## config.mk

```make
export PLATFORM = sky130hd
export DESIGN_NAME = ambient_light_level_tracker
export DESIGN_NICKNAME = d
export VERILOG_FILES = /design/src/allt_pkg.sv /design/src/ambient_light_level_tracker.sv /design/src/allt_ctrl.sv /design/src/allt_dp.sv
export SDC_FILE = /design/constraint.sdc
export NUM_CORES = 2
export LEC_CHECK = 0
export BUFFER_PORTS_ARGS = -buffer_cell sky130_fd_sc_hd__buf_2
export CELL_PAD_IN_SITES_DETAIL_PLACEMENT = 0
export CELL_PAD_IN_SITES_GLOBAL_PLACEMENT = 2
export CORE_AREA = 2 2 270 272
export DETAILED_ROUTE_END_ITERATION = 10
export DIE_AREA = 0 0 272 274
export GPL_TIMING_DRIVEN = 0
export PLACE_DENSITY_LB_ADDON = 0.08
export SLEW_MARGIN = 20
export SYNTH_ARGS = -nofsm -noshare
export SYNTH_HDL_FRONTEND = slang
export SYNTH_SLANG_ARGS = --single-unit
```

## constraint.sdc

```tcl
create_clock -name clk -period 9.4 [get_ports clk]
set_clock_uncertainty 0.15 [all_clocks]
set_input_delay 1.88 -clock clk [delete_from_list [all_inputs] [get_ports clk]]
set_output_delay 1.88 -clock clk [all_outputs]
set_load 0.005 [all_outputs]
```

## src/allt_pkg.sv

```systemverilog
// Shared types, constants and breakpoint tables for the ambient light level tracker.
// No dependencies.
package allt_pkg;

  localparam int LEVEL_MAX   = 100;
  localparam int LUX_W       = 20;
  localparam int EXP_W       = 20;
  localparam int GAIN_W      = 16;
  localparam int TICK_W      = 32;
  localparam int LEVEL_W     = 8;
  localparam int CFG_W       = 20;
  localparam int X_W         = LUX_W + GAIN_W;   // lux * gain, 2^-16 lux units
  localparam int SEG_W       = 3;                // eight segments
  localparam int NSEG        = 8;
  localparam int OFF_W       = 21;               // offset into a segment, < 30 * 2^16
  localparam int PROD_W      = LEVEL_W + OFF_W;
  localparam int Q_W         = PROD_W - 16;
  localparam int RECIP_W     = 18;
  localparam int RECIP_SHIFT = 20;

  localparam logic [EXP_W-1:0]  EXP_RESET  = EXP_W'(4000);
  localparam logic [GAIN_W-1:0] GAIN_RESET = GAIN_W'(4096);

  // register indexes
  localparam logic CFG_EXPOSURE = 1'b0;
  localparam logic CFG_GAIN     = 1'b1;

  localparam logic OP_SAMPLE = 1'b0;
  localparam logic OP_FAIL   = 1'b1;

  typedef enum logic [2:0] {
    S_IDLE,
    S_MUL,
    S_SEG,
    S_PROD,
    S_QUOT,
    S_FIN
  } allt_state_t;

  typedef struct packed {
    logic upd;    // take the input word, update held value and window
    logic mul;    // x = held lux * gain
    logic seg;    // locate segment, form offset
    logic prod;   // slope product
    logic quot;   // divide by segment width, add base level
    logic load;   // load the output register
  } allt_cmd_t;

  // upper breakpoint of segment i, whole lux
  function automatic logic [6:0] seg_x1(input logic [SEG_W-1:0] i);
    logic [6:0] r;
    unique case (i)
      3'd0: r = 7'd5;
      3'd1: r = 7'd10;
      3'd2: r = 7'd15;
      3'd3: r = 7'd20;
      3'd4: r = 7'd30;
      3'd5: r = 7'd50;
      3'd6: r = 7'd70;
      default: r = 7'd100;
    endcase
    return r;
  endfunction

  // lower breakpoint of segment i, whole lux
  function automatic logic [6:0] seg_x0(input logic [SEG_W-1:0] i);
    logic [6:0] r;
    unique case (i)
      3'd0: r = 7'd0;
      3'd1: r = 7'd5;
      3'd2: r = 7'd10;
      3'd3: r = 7'd15;
      3'd4: r = 7'd20;
      3'd5: r = 7'd30;
      3'd6: r = 7'd50;
      default: r = 7'd70;
    endcase
    return r;
  endfunction

  function automatic logic [LEVEL_W-1:0] seg_y0(input logic [SEG_W-1:0] i);
    logic [LEVEL_W-1:0] r;
    unique case (i)
      3'd0: r = 8'd0;
      3'd1: r = 8'd10;
      3'd2: r = 8'd24;
      3'd3: r = 8'd34;
      3'd4: r = 8'd50;
      3'd5: r = 8'd61;
      3'd6: r = 8'd77;
      default: r = 8'd89;
    endcase
    return r;
  endfunction

  function automatic logic [LEVEL_W-1:0] seg_dy(input logic [SEG_W-1:0] i);
    logic [LEVEL_W-1:0] r;
    unique case (i)
      3'd0: r = 8'd10;
      3'd1: r = 8'd14;
      3'd2: r = 8'd10;
      3'd3: r = 8'd16;
      3'd4: r = 8'd11;
      3'd5: r = 8'd16;
      3'd6: r = 8'd12;
      default: r = LEVEL_W'(LEVEL_MAX - 89);
    endcase
    return r;
  endfunction

  // ceil(2^20 / width) for segment widths 5, 10, 20, 30; exact for q < 2^13
  function automatic logic [RECIP_W-1:0] seg_recip(input logic [SEG_W-1:0] i);
    logic [RECIP_W-1:0] r;
    unique case (i) inside
      [3'd0:3'd3]: r = 18'd209716;
      3'd4:        r = 18'd104858;
      3'd5, 3'd6:  r = 18'd52429;
      default:     r = 18'd34953;
    endcase
    return r;
  endfunction

endpackage

```

## src/ambient_light_level_tracker.sv

```systemverilog
// Ambient light level tracker, top level: controller plus datapath.
// A new input word is accepted only after the previous word has been loaded
// into the output register, so words pass one at a time through the multiply/segment/
// slope/divide sequence in the datapath; longer if the output word is not taken.
// Reset (rst, synchronous): held lux unknown, window cleared, exposure 4000 ms,
// gain 1.0, no result pending.
module ambient_light_level_tracker (
  input  logic                          clk,
  input  logic                          rst,
  // config write port
  input  logic                          cfg_we,
  input  logic                          cfg_index,
  input  logic [allt_pkg::CFG_W-1:0]    cfg_data,
  // input words
  input  logic                          in_valid,
  output logic                          in_ready,
  input  logic                          op,
  input  logic [allt_pkg::LUX_W-1:0]    lux,
  input  logic [allt_pkg::TICK_W-1:0]   now_ms,
  // result words
  output logic                          out_valid,
  input  logic                          out_ready,
  output logic [allt_pkg::LEVEL_W-1:0]  level,
  output logic                          lux_known,
  output logic [allt_pkg::LUX_W-1:0]    held_lux
);
  import allt_pkg::*;

  allt_cmd_t cmd;

  // The controller steps one word through: accept/update, multiply, segment
  // search, slope product, reciprocal divide, then output load. The output
  // register lets a new word enter while the previous result waits.
  allt_ctrl u_ctrl (
    .clk       (clk),
    .rst       (rst),
    .in_valid  (in_valid),
    .in_ready  (in_ready),
    .out_valid (out_valid),
    .out_ready (out_ready),
    .cmd       (cmd)
  );

  // Held lux and window state are updated on the accepting edge; the level
  // pipeline then works on the updated state, which stays stable until the
  // next word is accepted.
  allt_dp u_dp (
    .clk       (clk),
    .rst       (rst),
    .cmd       (cmd),
    .cfg_we    (cfg_we),
    .cfg_index (cfg_index),
    .cfg_data  (cfg_data),
    .op        (op),
    .lux       (lux),
    .now_ms    (now_ms),
    .level     (level),
    .lux_known (lux_known),
    .held_lux  (held_lux)
  );

endmodule

```

## src/allt_ctrl.sv

```systemverilog
// Sequencing state machine for the ambient light level tracker.
// Depends on allt_pkg.
module allt_ctrl (
  input  logic               clk,
  input  logic               rst,
  input  logic               in_valid,
  output logic               in_ready,
  output logic               out_valid,
  input  logic               out_ready,
  output allt_pkg::allt_cmd_t cmd
);
  import allt_pkg::*;

  allt_state_t state, state_next;
  logic        out_valid_next;

  always_ff @(posedge clk) begin
    if (rst) begin
      state     <= S_IDLE;
      out_valid <= 1'b0;
    end else begin
      state     <= state_next;
      out_valid <= out_valid_next;
    end
  end

  always_comb begin
    state_next = state;
    cmd        = '0;
    in_ready   = 1'b0;
    unique case (state)
      S_IDLE: begin
        in_ready = 1'b1;
        if (in_valid) begin
          cmd.upd    = 1'b1;
          state_next = S_MUL;
        end
      end
      S_MUL: begin
        cmd.mul    = 1'b1;
        state_next = S_SEG;
      end
      S_SEG: begin
        cmd.seg    = 1'b1;
        state_next = S_PROD;
      end
      S_PROD: begin
        cmd.prod   = 1'b1;
        state_next = S_QUOT;
      end
      S_QUOT: begin
        cmd.quot   = 1'b1;
        state_next = S_FIN;
      end
      S_FIN: begin
        // hold until the output register is free
        if (!out_valid || out_ready) begin
          cmd.load   = 1'b1;
          state_next = S_IDLE;
        end
      end
      default: state_next = S_IDLE;
    endcase
  end

  always_comb begin
    if (cmd.load) begin
      out_valid_next = 1'b1;
    end else if (out_ready) begin
      out_valid_next = 1'b0;
    end else begin
      out_valid_next = out_valid;
    end
  end

endmodule

```

## src/allt_dp.sv

```systemverilog
// Datapath: config registers, held lux / window state, gain multiply and interpolation.
// Depends on allt_pkg.
module allt_dp (
  input  logic                          clk,
  input  logic                          rst,
  input  allt_pkg::allt_cmd_t           cmd,
  input  logic                          cfg_we,
  input  logic                          cfg_index,
  input  logic [allt_pkg::CFG_W-1:0]    cfg_data,
  input  logic                          op,
  input  logic [allt_pkg::LUX_W-1:0]    lux,
  input  logic [allt_pkg::TICK_W-1:0]   now_ms,
  output logic [allt_pkg::LEVEL_W-1:0]  level,
  output logic                          lux_known,
  output logic [allt_pkg::LUX_W-1:0]    held_lux
);
  import allt_pkg::*;

  logic [EXP_W-1:0]   exposure_ticks;
  logic [GAIN_W-1:0]  gain_coef;
  logic [LUX_W-1:0]   current_lux;
  logic               current_valid;
  logic [LUX_W-1:0]   window_peak;
  logic [TICK_W-1:0]  window_start;

  logic [X_W-1:0]     x;
  logic [SEG_W-1:0]   seg;
  logic               sat;
  logic [OFF_W-1:0]   off;
  logic [Q_W-1:0]     q;
  logic [LEVEL_W-1:0] lvl;

  // config
  always_ff @(posedge clk) begin
    if (rst) begin
      exposure_ticks <= EXP_RESET;
      gain_coef      <= GAIN_RESET;
    end else if (cfg_we) begin
      unique case (cfg_index)
        CFG_EXPOSURE: exposure_ticks <= cfg_data[EXP_W-1:0];
        CFG_GAIN:     gain_coef      <= cfg_data[GAIN_W-1:0];
        default:      ;
      endcase
    end
  end

  // held value and window update
  logic [LUX_W-1:0]  peak_max;
  logic [TICK_W-1:0] age;

  assign peak_max = (window_peak < lux) ? lux : window_peak;
  assign age      = now_ms - window_start;

  always_ff @(posedge clk) begin
    if (rst) begin
      current_lux   <= '0;
      current_valid <= 1'b0;
      window_peak   <= '0;
      window_start  <= '0;
    end else if (cmd.upd) begin
      if (op == OP_FAIL) begin
        current_valid <= 1'b0;
      end else if (!current_valid || current_lux < lux) begin
        current_lux   <= lux;
        current_valid <= 1'b1;
        window_peak   <= '0;
        window_start  <= now_ms;
      end else if (age >= TICK_W'(exposure_ticks)) begin
        current_lux   <= peak_max;
        current_valid <= 1'b1;
        window_peak   <= '0;
        window_start  <= now_ms;
      end else begin
        window_peak <= peak_max;
      end
    end
  end

  // segment search: count breakpoints at or below x
  logic [SEG_W:0]   nbelow;
  logic [LUX_W-1:0] x_hi;
  logic [6:0]       x0;

  assign x_hi = x[X_W-1:16];
  assign x0   = seg_x0(nbelow[SEG_W-1:0]);

  always_comb begin
    nbelow = '0;
    for (int i = 0; i < NSEG; i++) begin
      if (x_hi >= LUX_W'(seg_x1(SEG_W'(i)))) begin
        nbelow = nbelow + 1'b1;
      end
    end
  end

  logic [PROD_W-1:0]              slope_prod;
  logic [Q_W+RECIP_W-1:0]         quot_prod;

  assign slope_prod = PROD_W'(seg_dy(seg)) * PROD_W'(off);
  assign quot_prod  = (Q_W + RECIP_W)'(q) * (Q_W + RECIP_W)'(seg_recip(seg));

  always_ff @(posedge clk) begin
    if (cmd.mul) begin
      x <= X_W'(current_lux) * X_W'(gain_coef);
    end
    if (cmd.seg) begin
      seg <= nbelow[SEG_W-1:0];
      sat <= !current_valid || (nbelow == (SEG_W + 1)'(NSEG));
      off <= {5'(x_hi - LUX_W'(x0)), x[15:0]};
    end
    if (cmd.prod) begin
      q <= slope_prod[PROD_W-1:16];
    end
    if (cmd.quot) begin
      lvl <= seg_y0(seg) + quot_prod[RECIP_SHIFT+LEVEL_W-1:RECIP_SHIFT];
    end
    if (cmd.load) begin
      level     <= sat ? LEVEL_W'(LEVEL_MAX) : lvl;
      lux_known <= current_valid;
      held_lux  <= current_valid ? current_lux : '0;
    end
  end

endmodule

```

Yosys cells after proc, flatten, opt, wreduce, memory -nomap -nowiden
Cells that the tools add are included.
Word-level totals
  memory bits (read-only): 0
  word-level logic and storage cells: 123
  latch bits: 0
  bits in writable memories: 0
  memories kept: 0
  bits of input ports: 79
  flip-flop bits (word level): 224
Operators by class
  div/mod/pow operators: 0
  bitwise gates (word level): 2
  mux-type cells: 37
  shifts and indexed selects: 0
  $add $sub $neg: 10
  magnitude comparators: 13
  $mul: 3
  equality and inequality tests: 20
  reduce and logical (&&, ||, !) cells: 21
Operator list (count)
  $mux 20: 5
  $mux 32: 2
  $pmux 18 s3: 1
  $pmux 7 s7: 1
  $ge 20x4->1 const B: 2
  $ge 20x5->1 const B: 2
  $ge 20x7->1 const B: 2
  $lt 20x20->1: 2
  $mul 20x16->36: 1
  $pmux 5 s7: 1
  $ge 32x20->1: 1
  $sub 32x32->32: 1
  $mul 13x18->28: 1
  $mux 4: 7
  $mul 5x21->26: 1
  $add 4x1->4 const B: 6
  $eq 3x3->1 const B: 8
  $ge 20x3->1 const B: 1
  $ge 20x6->1 const B: 1
  $pmux 5 s4: 1
  $eq 3x2->1 const B: 6
  $pmux 3 s6: 1
  $mux 1: 15
  $reduce_and 2->1: 5
  other kinds (20): 32

Depth between registers and ports, before layout
  word-level depth: 19
  gate-level depth with buffers: 36
  mapped depth without buffers: 33

Hierarchy
Synthesis repeated with hierarchy kept, for this count alone.
Unflattened totals
  cells, all modules: 3309
  area total of the unflattened synthesis: 29843.6 um^2
By module, submodules not included
  allt_dp: sequential area each 5455.2 um^2, times used 1, cells each 3280, area each 29583.4 um^2
  allt_ctrl: sequential area each 80.1 um^2, times used 1, cells each 29, area each 260.2 um^2

Worst setup path after synthesis
Ideal clock, no wire load.
  path type: reg2reg
  start point: register u_dp.seg[1]
  end point: register u_dp.lvl[7], data pin
  setup time: 0.260 ns
  cell stages (with the launch flop): 31
  buffers on the path: 3
  required time: 8.990 ns
  arrival: 6.879 ns
  period minus slack after synthesis: 7.289 ns
  slack: 2.111 ns
  cell sequence: edfxtp_1 clkbuf_1 or2_2 clkbuf_1 nand2_1 clkbuf_1 nand2_1 fa_1 fa_1 inv_1 fa_1 fa_1 inv_1 fa_1 inv_1 ha_1 o21a_1 a2111oi_0 o21a_1 nor2_1 nor2_1 xnor2_1 ha_1 a21o_1 a21oi_1 o21bai_1 a21oi_1 o21bai_1 a21oi_1 xnor2_1 xnor2_1
On the way
  cells in the longest elaborated chain, start to end: 5
  elaborated cells on any way between the ends: 16
  classes of those cells: add/sub: 1; mul: 1; order compare: 2; eq/ne: 6; mux: 3; reduce/logical: 3
Ends and longest elaborated chain
  start, declared: line allt_dp.sv:27  | logic [SEG_W-1:0] seg;
  start signal, assigned: line allt_dp.sv:107  | seg <= nbelow[SEG_W-1:0];
  $ge 3x1->1 (implied by the code), or another cell as far along: line allt_dp.sv:100  | assign quot_prod = (Q_W + RECIP_W)'(q) * (Q_W + RECIP_W)'(seg_recip(seg));
  $logic_and 1x1->1 (implied by the code) or $reduce_or 2->1 (tied branches): line allt_dp.sv:100, allt_pkg.sv:114
  $pmux 18 s3: line allt_pkg.sv:114  | unique case (i) inside
  $mul 13x18->28: line allt_dp.sv:100
  $add 8x8->8 *: line allt_dp.sv:115  | lvl <= seg_y0(seg) + quot_prod[RECIP_SHIFT+LEVEL_W-1:RECIP_SHIFT];
  end signal, assigned: line allt_dp.sv:115
  end, declared: line allt_dp.sv:31  | logic [LEVEL_W-1:0] lvl;
Mark *: on every way between the ends. The rest lies on a longest branch, timed or not. The select of a mux whose other input is x is not followed.
A chain may end at the register's enable or synchronous reset.

Final worst setup path
  start point: register u_dp.seg[2]
  end point: register u_dp.lvl[7], data pin
The elaborated chain is that of the path after synthesis.

==> qor.yml <==
status: "completed"
diodes: 0
hold_buffers: 0
numCtsBuffers: 28
grt_setup_unrepaired: "no"
gp_congestion: 0.8661
fp.dieH_um: 274
grt_pass1_vias: 23640
synth.net_count: 4021
area_delta_synth_final_pct: 9.655
yosysSeqAreaShare: 0.1896
synth_simple_gate_area_frac: 0.1552
grt_use_total: 0.2264
crit_path_end_kind: "flop"
power_leakage_nw: 15.45
dieArea_um2: 74530
path_clk_slew_ns: 0.06
fin_setup_tns_ns: 0
path_max_fanout: 10
ys_ff_latch: 221
synth_top_family_by_area: "adder cells"
hold_viol: 0
multiInputGateArea_um2: 20860
synth_compound_area_frac: 0.1142
grt-ovfl-total: 0
arrival_ns: 8.96
antenna_found_initial: 3
synth_area_um2: 29040
grt_pass1_wl_um: 131600
synth.mux.area_fraction: 0.01155
max_freq_mhz: 114.1
min_period_ns: 8.760
vias: 22370
drtPass1Iterations: 5
slew_headroom: 0.4286
synth_cell_types: 72
dpl.hpwl_um: 69140
tightest_slew_ns: 0.8571
via_per_inst: 5.132
ant_nets: 0
yosys.area.top_type: "fa_1"
synth.most_common_cell: "inv_1"
core-area_um2: 71970
period_share: 0.9320
fin_total_pwr_mw: 5.122
cts_buffer_depth: 3
drc: 0
wirelength_um: 82840
drv_cap: 0
synth_xor_area_frac: 0.03037
worst-r2r-setup-slack_ns: 0.64
worstSkewPairLatency_ns: 0.61
hold_depth: 0
initial_utilization: 0.4035
synth_adder_area_share: 0.4063
syn_avg_cell_area_um2: 8.982
rr_worst_depth: 30
avgRoutedWirePerCell_um: 19.01
criticalPathCategory: "reg -> reg"
port_buffers: 108
cts_tree: "done"
hold_class: "reg -> reg"
peakVddDrop_v: 0.0001775
min_to: "u_dp.off[13]"
root_buffer: "clkbuf_16"
crit_required_ns: 9.60
grt_max_degree: 16
cts_resized: 0
postSynth.asyncResetShare: 0
seq_area_um2: 5505
yosysWarnings: 0
syn-instance-count: 3233
synth_top_area_frac: 0.2688
finalSetupViolations: 0
r2r_end: "u_dp.lvl[7]"
final_nets: 4165
slowest_stage: "a2111oi_1"
max_stage_delay_ns: 0.64
io_pins: 110
first_iter_violations: 1210
hp-start: "u_dp.x[13]"
slew_violations: 0
rows: 99
power_density_nw_per_um2: 160.8
drive_above_1_share: 0.06620
r2r_start: "u_dp.seg[2]"
netlist_top_cells_area: "fa_1 (27%), ha_1 (14%), edfxtp_1 (11%), dfxtp_1 (7.8%), inv_1 (7.3%)"
fp.dieW_um: 272
synth_edf_count: 108
synthTopCellsByCount: "inv_1 (561), nand2_1 (478), fa_1 (390)"
htreeDepth: 1
yosys_most_used_dff: "dfxtp_1"
clock-sinks: 221
cts_setup_buffers: 0
fill_cells: 7182
worstSetupStartpointType: "flop"
worst max-delay path, delay by kind of cell, from the launching register on:
family,cells,cell delay [ns]
adders and majority gates,7,2.98
DFF,1,0.41
and+or+nand+nor,3,0.35
xor gates and xnor gates,2,0.27
AOI/OAI and AO/OA,12,2.66
buffers and inverters,6,1.67
registers in the layout (all words and copies together), names as in the netlist, 8 cells and up:
register,flops
u_dp.window_peak,20
u_dp.level,8
u_dp.x,36
u_dp.q,10
u_dp.gain_coef,16
u_dp.held_lux,20
u_dp.off,21
u_dp.window_start,32
u_dp.lvl,8
u_dp.exposure_ticks,20
u_dp.current_lux,20
how the worst max path moves through the flow:
| stage | cells past startpoint | slack (ns) | startpoint | endpoint |
|---|---|---|---|---|
| 2_1_floorplan | 30 | 2.11 | u_dp.seg[1] | u_dp.lvl[7] |
| 3_3_place_gp | 30 | 0.31 | u_dp.seg[2] | u_dp.lvl[7] |
| 3_5_place_dp | 30 | 0.30 | u_dp.seg[2] | u_dp.lvl[7] |
| 4_1_cts | 30 | 0.30 | u_dp.seg[2] | u_dp.lvl[7] |
| 5_1_grt | 30 | 0.04 | u_dp.seg[2] | u_dp.lvl[7] |
| 6_report | 30 | 0.64 | u_dp.seg[2] | u_dp.lvl[7] |
layer usage:
| metal | wire [um] | global-route usage |
|---|---|---|
| met1 | 37610 | 0.3053 |
| met5 | 27 | 0 |
| met3 | 3079 | 0.02198 |
| met4 | 1987 | 0.05292 |
| met2 | 40140 | 0.3925 |
cell type report:
type	instances	share of cell area
plain buffers	149	0.01831
clock buffers	30	0.02224
clock inverters	22	0.008526
inverters	563	0.06636
multi-input cells	2300	0.6550
flip-flops and latches	221	0.1729
well taps	959	0.03768
repair buffers	114	0.01902
stage by stage:
step                      utilization  std cells  cell area, um^2  hold WS [ns]  setup WS, ns
after floorplan                     -       3233            29040        0.2503         2.111
after global placement         0.4277       4300            30780        0.2521        0.3057
after detailed placement       0.4289       4306            30860        0.2545        0.2978
after CTS                      0.4425       4358            31840        0.2642        0.3045
after global routing           0.4425       4358            31840        0.2740       0.03625
final                          0.4425       4358            31840        0.2611        0.6395
layout by cell type, fill, tap and decap left out, types with 89 or more instances in the layout:
cell type,n
clkbuf_1,136
dfxtp_1,113
inv_1,561
buf_2,118
fa_1,390
and2_1,175
edfxtp_1,108
a21oi_1,180
nand2_1,478
nor2_1,89
ha_1,319
cells by family after synthesis:
family,count (synthesis)
simple gates,953
compound gates,507
fa+ha+maj,709
flops,221
buf+inv,712
mux,33
xor+xnor,98
report_power, final:
part           leakage (nW)  internal [mW]  switching (mW)
sequential             1.96           1.14          0.0582
clock                 0.468          0.665           0.481
combinational          13.0           1.13            1.65
total                  15.5           2.94            2.18
(Power assumes the default switching activity.)
